==> src/hw/rtl/bse_pkg.sv <==
// ---------------------------------------------------------------------------
// bse_pkg
// Shared constants and types for the bubble sort engine: default sizes,
// controller states and the command/status bundles between control and
// datapath.
// ---------------------------------------------------------------------------
package bse_pkg;

  // field width of the streamed values
  localparam int VALUE_BITS = 32;

  // default sizes
  localparam int MAX_ITEMS_DEF = 64;
  localparam int ELEM_BITS_DEF = 32;

  // controller states
  typedef enum logic [2:0] {
    ST_LOAD,
    ST_PASS_START,
    ST_PRIME,
    ST_STEP,
    ST_PASS_END,
    ST_OUT_READ,
    ST_OUT_PUSH
  } bse_state_t;

  // source of the element store write data
  typedef enum logic [1:0] {
    WR_INPUT,
    WR_MIN,
    WR_CARRY
  } bse_wr_src_t;

  // commands from controller to datapath
  typedef struct packed {
    logic        wr_en;
    bse_wr_src_t wr_src;
    logic        carry_load;
    logic        carry_max;
    logic        push;
    logic        push_last;
    logic        push_dropped;
  } bse_cmd_t;

  // status from datapath to controller
  typedef struct packed {
    logic gt;
    logic out_free;
  } bse_stat_t;

endpackage

==> src/hw/rtl/bubble_sort_engine.sv <==
// ---------------------------------------------------------------------------
// bubble_sort_engine
// Collects a set of signed integers, sorts it ascending by bubble sort
// with early exit and streams the sorted set back out.
// ---------------------------------------------------------------------------
// Usage:
//   s_axis carries one element per item in tdata; tlast marks the final
//   element of a set. Items are taken one per cycle while the block loads.
//   Up to MAX_ITEMS elements are kept; further items are discarded and every
//   result of that set carries the dropped flag in m_axis_tuser.
//   After the last item s_axis_tready stays low while the set is sorted.
//   A pass over elements 0..e makes one compare per cycle on the single
//   read and write port of the element RAM; at most n-1 passes run, and
//   sorting stops after the first pass without a swap, so an already
//   sorted set takes a single pass.
//   Results then leave one per cycle through a registered output, the last
//   marked with m_axis_tlast. A stalled receiver holds the current result
//   and pauses read-out. Once the final result is in the output register
//   the block loads the next set while that result waits to be taken.
//   Reset empties the set and drops any pending result.
// ---------------------------------------------------------------------------
module bubble_sort_engine #(
  parameter int MAX_ITEMS = bse_pkg::MAX_ITEMS_DEF,
  parameter int ELEM_BITS = bse_pkg::ELEM_BITS_DEF
) (
  input  logic                           clk,
  input  logic                           rst,
  input  logic                           s_axis_tvalid,
  output logic                           s_axis_tready,
  input  logic [bse_pkg::VALUE_BITS-1:0] s_axis_tdata,  // [31:0] value
  input  logic                           s_axis_tlast,  // last
  output logic                           m_axis_tvalid,
  input  logic                           m_axis_tready,
  output logic [bse_pkg::VALUE_BITS-1:0] m_axis_tdata,  // [31:0] sorted_value
  output logic                           m_axis_tlast,  // last_out
  output logic [0:0]                     m_axis_tuser   // [0] dropped
);

  import bse_pkg::*;

  localparam int AW = $clog2(MAX_ITEMS);

  bse_cmd_t      cmd;
  bse_stat_t     stat;
  logic [AW-1:0] waddr;
  logic [AW-1:0] raddr;

  bse_ctrl #(
    .MAX_ITEMS(MAX_ITEMS)
  ) u_ctrl (
    .clk     (clk),
    .rst     (rst),
    .in_valid(s_axis_tvalid),
    .in_last (s_axis_tlast),
    .in_ready(s_axis_tready),
    .cmd     (cmd),
    .stat    (stat),
    .waddr   (waddr),
    .raddr   (raddr)
  );

  bse_datapath #(
    .MAX_ITEMS(MAX_ITEMS),
    .ELEM_BITS(ELEM_BITS)
  ) u_dp (
    .clk        (clk),
    .rst        (rst),
    .in_value   (s_axis_tdata),
    .cmd        (cmd),
    .stat       (stat),
    .waddr      (waddr),
    .raddr      (raddr),
    .out_valid  (m_axis_tvalid),
    .out_ready  (m_axis_tready),
    .out_value  (m_axis_tdata),
    .out_last   (m_axis_tlast),
    .out_dropped(m_axis_tuser[0])
  );

endmodule

==> src/hw/rtl/bse_ram.sv <==
// ---------------------------------------------------------------------------
// bse_ram
// Simple dual-port RAM: one write port, one read port with registered
// read data.
// ---------------------------------------------------------------------------
module bse_ram #(
  parameter int WIDTH = 32,
  parameter int DEPTH = 64
) (
  input  logic                     clk,
  input  logic                     we,
  input  logic [$clog2(DEPTH)-1:0] waddr,
  input  logic [WIDTH-1:0]         wdata,
  input  logic [$clog2(DEPTH)-1:0] raddr,
  output logic [WIDTH-1:0]         rdata
);

  logic [WIDTH-1:0] mem [DEPTH];

  // write port and registered read
  always_ff @(posedge clk) begin
    if (we) begin
      mem[waddr] <= wdata;
    end
    rdata <= mem[raddr];
  end

endmodule

==> src/hw/rtl/bse_datapath.sv <==
// ---------------------------------------------------------------------------
// bse_datapath
// Element store, bubbling carry register with signed compare, and the
// output register of the result stream.
// ---------------------------------------------------------------------------
module bse_datapath #(
  parameter int MAX_ITEMS = bse_pkg::MAX_ITEMS_DEF,
  parameter int ELEM_BITS = bse_pkg::ELEM_BITS_DEF
) (
  input  logic                           clk,
  input  logic                           rst,
  input  logic [bse_pkg::VALUE_BITS-1:0] in_value,
  input  bse_pkg::bse_cmd_t              cmd,
  output bse_pkg::bse_stat_t             stat,
  input  logic [$clog2(MAX_ITEMS)-1:0]   waddr,
  input  logic [$clog2(MAX_ITEMS)-1:0]   raddr,
  output logic                           out_valid,
  input  logic                           out_ready,
  output logic [bse_pkg::VALUE_BITS-1:0] out_value,
  output logic                           out_last,
  output logic                           out_dropped
);

  import bse_pkg::*;

  localparam int AW = $clog2(MAX_ITEMS);

  logic signed [ELEM_BITS-1:0] in_ext;
  logic signed [ELEM_BITS-1:0] carry;
  logic signed [ELEM_BITS-1:0] rd_elem;
  logic [ELEM_BITS-1:0]        rdata;
  logic [ELEM_BITS-1:0]        wdata;
  logic                        gt;

  // low bits of the input, sign extended to the element width
  assign in_ext  = ELEM_BITS'(signed'(in_value));
  assign rd_elem = signed'(rdata);

  // earlier element strictly greater than the one read
  assign gt = carry > rd_elem;

  assign stat.gt       = gt;
  assign stat.out_free = !out_valid || out_ready;

  // write data selection
  always_comb begin
    case (cmd.wr_src)
      WR_INPUT: wdata = in_ext;
      WR_MIN:   wdata = gt ? rd_elem : carry;
      WR_CARRY: wdata = carry;
      default:  wdata = carry;
    endcase
  end

  bse_ram #(
    .WIDTH(ELEM_BITS),
    .DEPTH(MAX_ITEMS)
  ) u_store (
    .clk  (clk),
    .we   (cmd.wr_en),
    .waddr(waddr[AW-1:0]),
    .wdata(wdata),
    .raddr(raddr[AW-1:0]),
    .rdata(rdata)
  );

  // carry keeps the larger element moving up through the pass
  always_ff @(posedge clk) begin
    if (cmd.carry_load || (cmd.carry_max && !gt)) begin
      carry <= rd_elem;
    end
  end

  // output register valid flag
  always_ff @(posedge clk) begin
    if (rst) begin
      out_valid <= 1'b0;
    end else if (cmd.push) begin
      out_valid <= 1'b1;
    end else if (out_ready) begin
      out_valid <= 1'b0;
    end
  end

  // output payload
  always_ff @(posedge clk) begin
    if (cmd.push) begin
      out_value   <= VALUE_BITS'(rd_elem);
      out_last    <= cmd.push_last;
      out_dropped <= cmd.push_dropped;
    end
  end

endmodule

==> src/hw/rtl/bse_ctrl.sv <==
// ---------------------------------------------------------------------------
// bse_ctrl
// Sequencer for load, bubble passes with early exit, and read-out of the
// sorted set. Holds the element count, overflow flag and pass indices.
// ---------------------------------------------------------------------------
module bse_ctrl #(
  parameter int MAX_ITEMS = bse_pkg::MAX_ITEMS_DEF
) (
  input  logic                         clk,
  input  logic                         rst,
  input  logic                         in_valid,
  input  logic                         in_last,
  output logic                         in_ready,
  output bse_pkg::bse_cmd_t            cmd,
  input  bse_pkg::bse_stat_t           stat,
  output logic [$clog2(MAX_ITEMS)-1:0] waddr,
  output logic [$clog2(MAX_ITEMS)-1:0] raddr
);

  import bse_pkg::*;

  localparam int AW = $clog2(MAX_ITEMS);
  localparam int CW = $clog2(MAX_ITEMS + 1);

  bse_state_t    state, state_next;
  logic [CW-1:0] count, count_next;
  logic          ovf, ovf_next;
  logic [AW-1:0] pass_end, pass_end_next;
  logic [AW-1:0] idx, idx_next;
  logic          swapped, swapped_next;
  logic          room;
  logic [CW-1:0] count_after;
  logic [AW-1:0] last_idx;

  assign room        = count < CW'(MAX_ITEMS);
  assign count_after = room ? count + CW'(1) : count;
  assign last_idx    = AW'(count - CW'(1));

  // state and counters
  always_ff @(posedge clk) begin
    if (rst) begin
      state    <= ST_LOAD;
      count    <= '0;
      ovf      <= 1'b0;
      pass_end <= '0;
      idx      <= '0;
      swapped  <= 1'b0;
    end else begin
      state    <= state_next;
      count    <= count_next;
      ovf      <= ovf_next;
      pass_end <= pass_end_next;
      idx      <= idx_next;
      swapped  <= swapped_next;
    end
  end

  // next state and commands
  always_comb begin
    state_next    = state;
    count_next    = count;
    ovf_next      = ovf;
    pass_end_next = pass_end;
    idx_next      = idx;
    swapped_next  = swapped;
    cmd           = '0;
    cmd.wr_src    = WR_INPUT;
    in_ready      = 1'b0;
    waddr         = idx;
    raddr         = idx;
    case (state)
      ST_LOAD: begin
        in_ready = 1'b1;
        waddr    = count[AW-1:0];
        if (in_valid) begin
          if (room) begin
            cmd.wr_en  = 1'b1;
            count_next = count_after;
          end else begin
            ovf_next = 1'b1;
          end
          if (in_last) begin
            pass_end_next = AW'(count_after - CW'(1));
            idx_next      = '0;
            // a single element needs no sorting
            state_next    = (count_after == CW'(1)) ? ST_OUT_READ : ST_PASS_START;
          end
        end
      end
      ST_PASS_START: begin
        raddr      = '0;
        state_next = ST_PRIME;
      end
      ST_PRIME: begin
        cmd.carry_load = 1'b1;
        raddr          = AW'(1);
        idx_next       = '0;
        swapped_next   = 1'b0;
        state_next     = ST_STEP;
      end
      ST_STEP: begin
        // compare carry with element idx+1, write the smaller at idx
        cmd.wr_en     = 1'b1;
        cmd.wr_src    = WR_MIN;
        cmd.carry_max = 1'b1;
        waddr         = idx;
        raddr         = idx + AW'(1) + AW'(1);
        swapped_next  = swapped || stat.gt;
        if ((idx + AW'(1)) == pass_end) begin
          state_next = ST_PASS_END;
        end else begin
          idx_next = idx + AW'(1);
        end
      end
      ST_PASS_END: begin
        // park the largest at the top, start reading the next pass
        cmd.wr_en  = 1'b1;
        cmd.wr_src = WR_CARRY;
        waddr      = pass_end;
        raddr      = '0;
        idx_next   = '0;
        if (!swapped || pass_end == AW'(1)) begin
          state_next = ST_OUT_PUSH;
        end else begin
          pass_end_next = pass_end - AW'(1);
          state_next    = ST_PRIME;
        end
      end
      ST_OUT_READ: begin
        raddr      = idx;
        state_next = ST_OUT_PUSH;
      end
      ST_OUT_PUSH: begin
        raddr = idx;
        if (stat.out_free) begin
          cmd.push         = 1'b1;
          cmd.push_last    = idx == last_idx;
          cmd.push_dropped = ovf;
          raddr            = idx + AW'(1);
          if (idx == last_idx) begin
            count_next = '0;
            ovf_next   = 1'b0;
            state_next = ST_LOAD;
          end else begin
            idx_next = idx + AW'(1);
          end
        end
      end
      default: begin
        state_next = ST_LOAD;
      end
    endcase
  end

endmodule

==> config.mk <==
export PLATFORM = sky130hd
export DESIGN_NAME = bubble_sort_engine
export DESIGN_NICKNAME = d
export VERILOG_FILES = /design/src/hw/rtl/bse_pkg.sv /design/src/hw/rtl/bubble_sort_engine.sv /design/src/hw/rtl/bse_ram.sv /design/src/hw/rtl/bse_datapath.sv /design/src/hw/rtl/bse_ctrl.sv
export SDC_FILE = /design/constraint.sdc
export NUM_CORES = 2
export LEC_CHECK = 0
export BUFFER_PORTS_ARGS = -buffer_cell sky130_fd_sc_hd__buf_2
export CORE_MARGIN = 2
export CORE_UTILIZATION = 30
export CTS_CLUSTER_SIZE = 24
export DETAILED_ROUTE_END_ITERATION = 16
export PLACE_DENSITY = 0.41
export SLEW_MARGIN = 20
export SYNTH_ARGS = -nofsm -noshare
export SYNTH_HDL_FRONTEND = slang
export SYNTH_HIERARCHICAL = 1
export SYNTH_SLANG_ARGS = --single-unit
==> constraint.sdc <==
create_clock -name clk -period 5.85 [get_ports clk]
set_clock_uncertainty 0.05 [all_clocks]
set_input_delay 0 -clock clk [delete_from_list [all_inputs] [get_ports clk]]
set_output_delay 0 -clock clk [all_outputs]
set_load 0.02 [all_outputs]
==> run summary <==
Outcome: finished clean
Nets: 4423
Via count of the first global-routing pass: 43360
Final wirelength: 267700 um
Cts bufs inserted: 231
I/O Buffers: 72
Setup TNS: 0 ps
R2R setup slack: 510 ps
Reg2Reg Launch Point: u_ctrl/state[2]
M2 GR Usage: 30.34%
FFs w/ async S/R, synth: 0%
Area delta synth->final: 17.67%
Post-synth EDFFs: 2114
Worst Setup Start Kind: register
Worst Hold Class: primary input to register
Final period utilization: 91.21%
Synth warn: 6
H-tree Lvls: 4
Crit-path slowest cell: a21oi_1
Gr busiest metal: met2
Met3 Resource Use GR: 2.855%
Worst-path clk slew: 70 ps
Mapped Cells: 3992
Hold path depth: 2
Worst Tran Pin Value: 1110 ps
Core area: 281800 um2
Ratio of cells with drive above 1 in the final layout: 29.55%
Via Count: 42390
Synth cell types: 76
Main synth FF type: edfxtp_1
Worst r2r dst: u_dp/u_store/rdata[7]
DP HPWL: 162100 um
Cell area after synthesis: 84810 um2
Initial Util: 30.10%
DR pass1 iterations: 6
CP max FO: 37
Crit Path Class: register to register
First-pass GRT wire length: 367800 um
Delay-heaviest family, CP: compound AO/OA/AOI/OAI gates
Critical Path End Type: register
Static leakage: 30.42 nW
Pins Over Slew Limit: 0
Critical Path RT: 6500 ps
Design area: 99800 um2
Site row count: 195
Slew headroom: 26.01%
Seq/Total Area, Yosys: 76.19%
Max-cap violations: 0
CTS tree: built
Max IR drop VDD: 0.2860 mV
Register bit total from synthesis: 2171
Die X: 535.7 um
Drt drc: 0
CP max stage delay: 920 ps
Die area: 287000 um2
Ranking of synthesized cells by area: edfxtp_1 75%, mux4_2 14%, mux2i_1 1.6%, dfxtp_1 1.3%, nor2_1 0.75%
CP Cell Sequence: and3_1, nand2_1, inv_2, nor2_1, o21ai_4, buf_12, nor2b_1, a21oi_1, a21oi_1, nor2_1
Share of the synthesized area in the top cell type: 74.85%
Placed Area: 92000 um2
DR iter-0 viols: 4293
Postcts setup bufs: 0
Commonest non-fill, non-tap cell in the layout: edfxtp_1
WP data arrival: 5980 ps
Syn Nets: 4069
# IOs: 73
DR WL/cell: 32.25 um
Clk buf depth: 3
CTS sink cnt: 2171
Via-per-instance ratio: 5.107
Met1 Track Usage GR: 26.04%
Grt ovf: 0
WHS Endpoint: u_dp/u_store/mem[32][18]
Area leader, netlist: edfxtp_1
Worst r2r path cells: 10
Final Setup Violations: 0
Hold Vio Cnt, Final: 0
Crit path from: u_ctrl/state[2]
Clk_lat worst skew: 870 ps
PostCTS Resize Cnt: 0
Min Tclk post-route: 5336 ps
GP Congestion: 0.8015
Antenna violations before repair: 14
Unrepaired setup endpoints after global routing: no
Die Ht: 535.7 um
Min-delay src: s_axis_tdata[18]
Final ANT Viol Nets: 0
Total Routing Usage GR: 18.54%
Most frequent cells in the layout: 2114 x edfxtp_1, 544 x mux4_2, 233 x clkbuf_16
CTS root buffer: clkbuf_16
Largest net degree at the start of global routing: 68
CP Buf/Inv Count: 2
Pwr Density: 452.3 nW/um2
Syn avg cell area: 21.25 um2
Maximum clock frequency: 187.4 MHz
==> Yosys cell counts (all sizes together), types with 9 or more instances <==
cell type and count:
a21oi 104, a221o 34, a22oi 15, a311oi 9, and3 9, buf 127
clkbuf 96, dfxtp 57, edfxtp 2114, ha 40, inv 49, mux2i 133
mux4 544, nand2 129, nand2b 15, nand3 23, nand4 12, nor2 171
nor2b 23, nor3 19, o21ai 23, o221ai 30, o22ai 85, xnor2 23
==> final cells by class <==
class,instances,area [um2]
inverters,50,187.7
clock buffers,295,6163
repair buffers,347,3188
well taps,3743,4683
multi-input cells,1545,19530
diodes,7,17.52
flip-flops and latches,2171,64620
fillers,26020,182000
clock inverters,143,1406
==> per-stage QoR <==
stage	hold slack [ps]	utilization, %	std cells	setup WS, ps	total power, mW
detailed placement	389.8	32.65	7836	630.9	31.03
CTS	0.7536	35.40	8293	581.2	45.78
floorplan	19.07	-	3992	1500	26.39
global placement	393.2	32.63	7836	484.4	30.99
global route	42.96	35.41	8296	282.8	46.90
finish	97.04	35.42	8301	514.4	45.14
==> flip-flops by register name, indices dropped and copies added (netlist names), 3 cells and up <==
signal and cells:
u_dp/u_store/rdata 32, u_ctrl/state 3, u_ctrl/count 7, u_ctrl/pass_end 6, u_ctrl/idx 6, u_dp/out_value 32
u_dp/u_store/mem 2048, u_dp/carry 32
==> logic make-up after synthesis <==
family / Yosys count / share of synthesized area, %
compound gates: 349 / 2.794
xor+xnor: 31 / 0.3290
fa+ha+maj: 40 / 0.5901
buf+inv: 276 / 1.604
flops: 2171 / 76.19
mux: 677 / 16.02
simple gates: 448 / 2.475
==> routing by layer <==
| metal | share of wire (%) | routed length, um |
|---|---|---|
| met1 | 45 | 119100 |
| met2 | 48 | 129100 |
| met3 | 5.0 | 13460 |
| met4 | 2.1 | 5726 |
| met5 | 0.10 | 269 |
==> how the worst max path moves through the flow <==
| stage | to | slack, ps | depth (start not counted) |
|---|---|---|---|
| final | u_dp/u_store/rdata[7] | 510 | 10 |
| after global routing | u_dp/u_store/rdata[17] | 280 | 15 |
| after CTS | u_dp/u_store/rdata[17] | 580 | 15 |
| after detailed placement | u_dp/u_store/rdata[17] | 630 | 15 |
| after global placement | u_dp/u_store/rdata[4] | 480 | 14 |
| after floorplan | u_dp/u_store/mem[49][0] | 1500 | 8 |
==> worst register-to-register path, stage by stage (launching register included) <==
cell and delay, ps:
dfxtp_1 800, and3_1 440, nand2_1 310, inv_2 130, nor2_1 80, o21ai_4 680
buf_12 370, nor2b_1 940, a21oi_1 370, a21oi_1 920, nor2_1 90
==> power by group <==
group | switching, mW | internal (mW)
clock network | 6.22 | 8.45
logic | 6.71 | 3.76
registers | 0.560 | 19.4
total | 13.5 | 31.7
==> timing repair <==
| action | CTS | global route |
|---|---|---|
| endpoints found under the setup margin | 0 | 0 |
| hold endpoints to repair | 263 | 16 |
| hold buffers | 19 | 1 |
(Power assumes the default switching activity.)
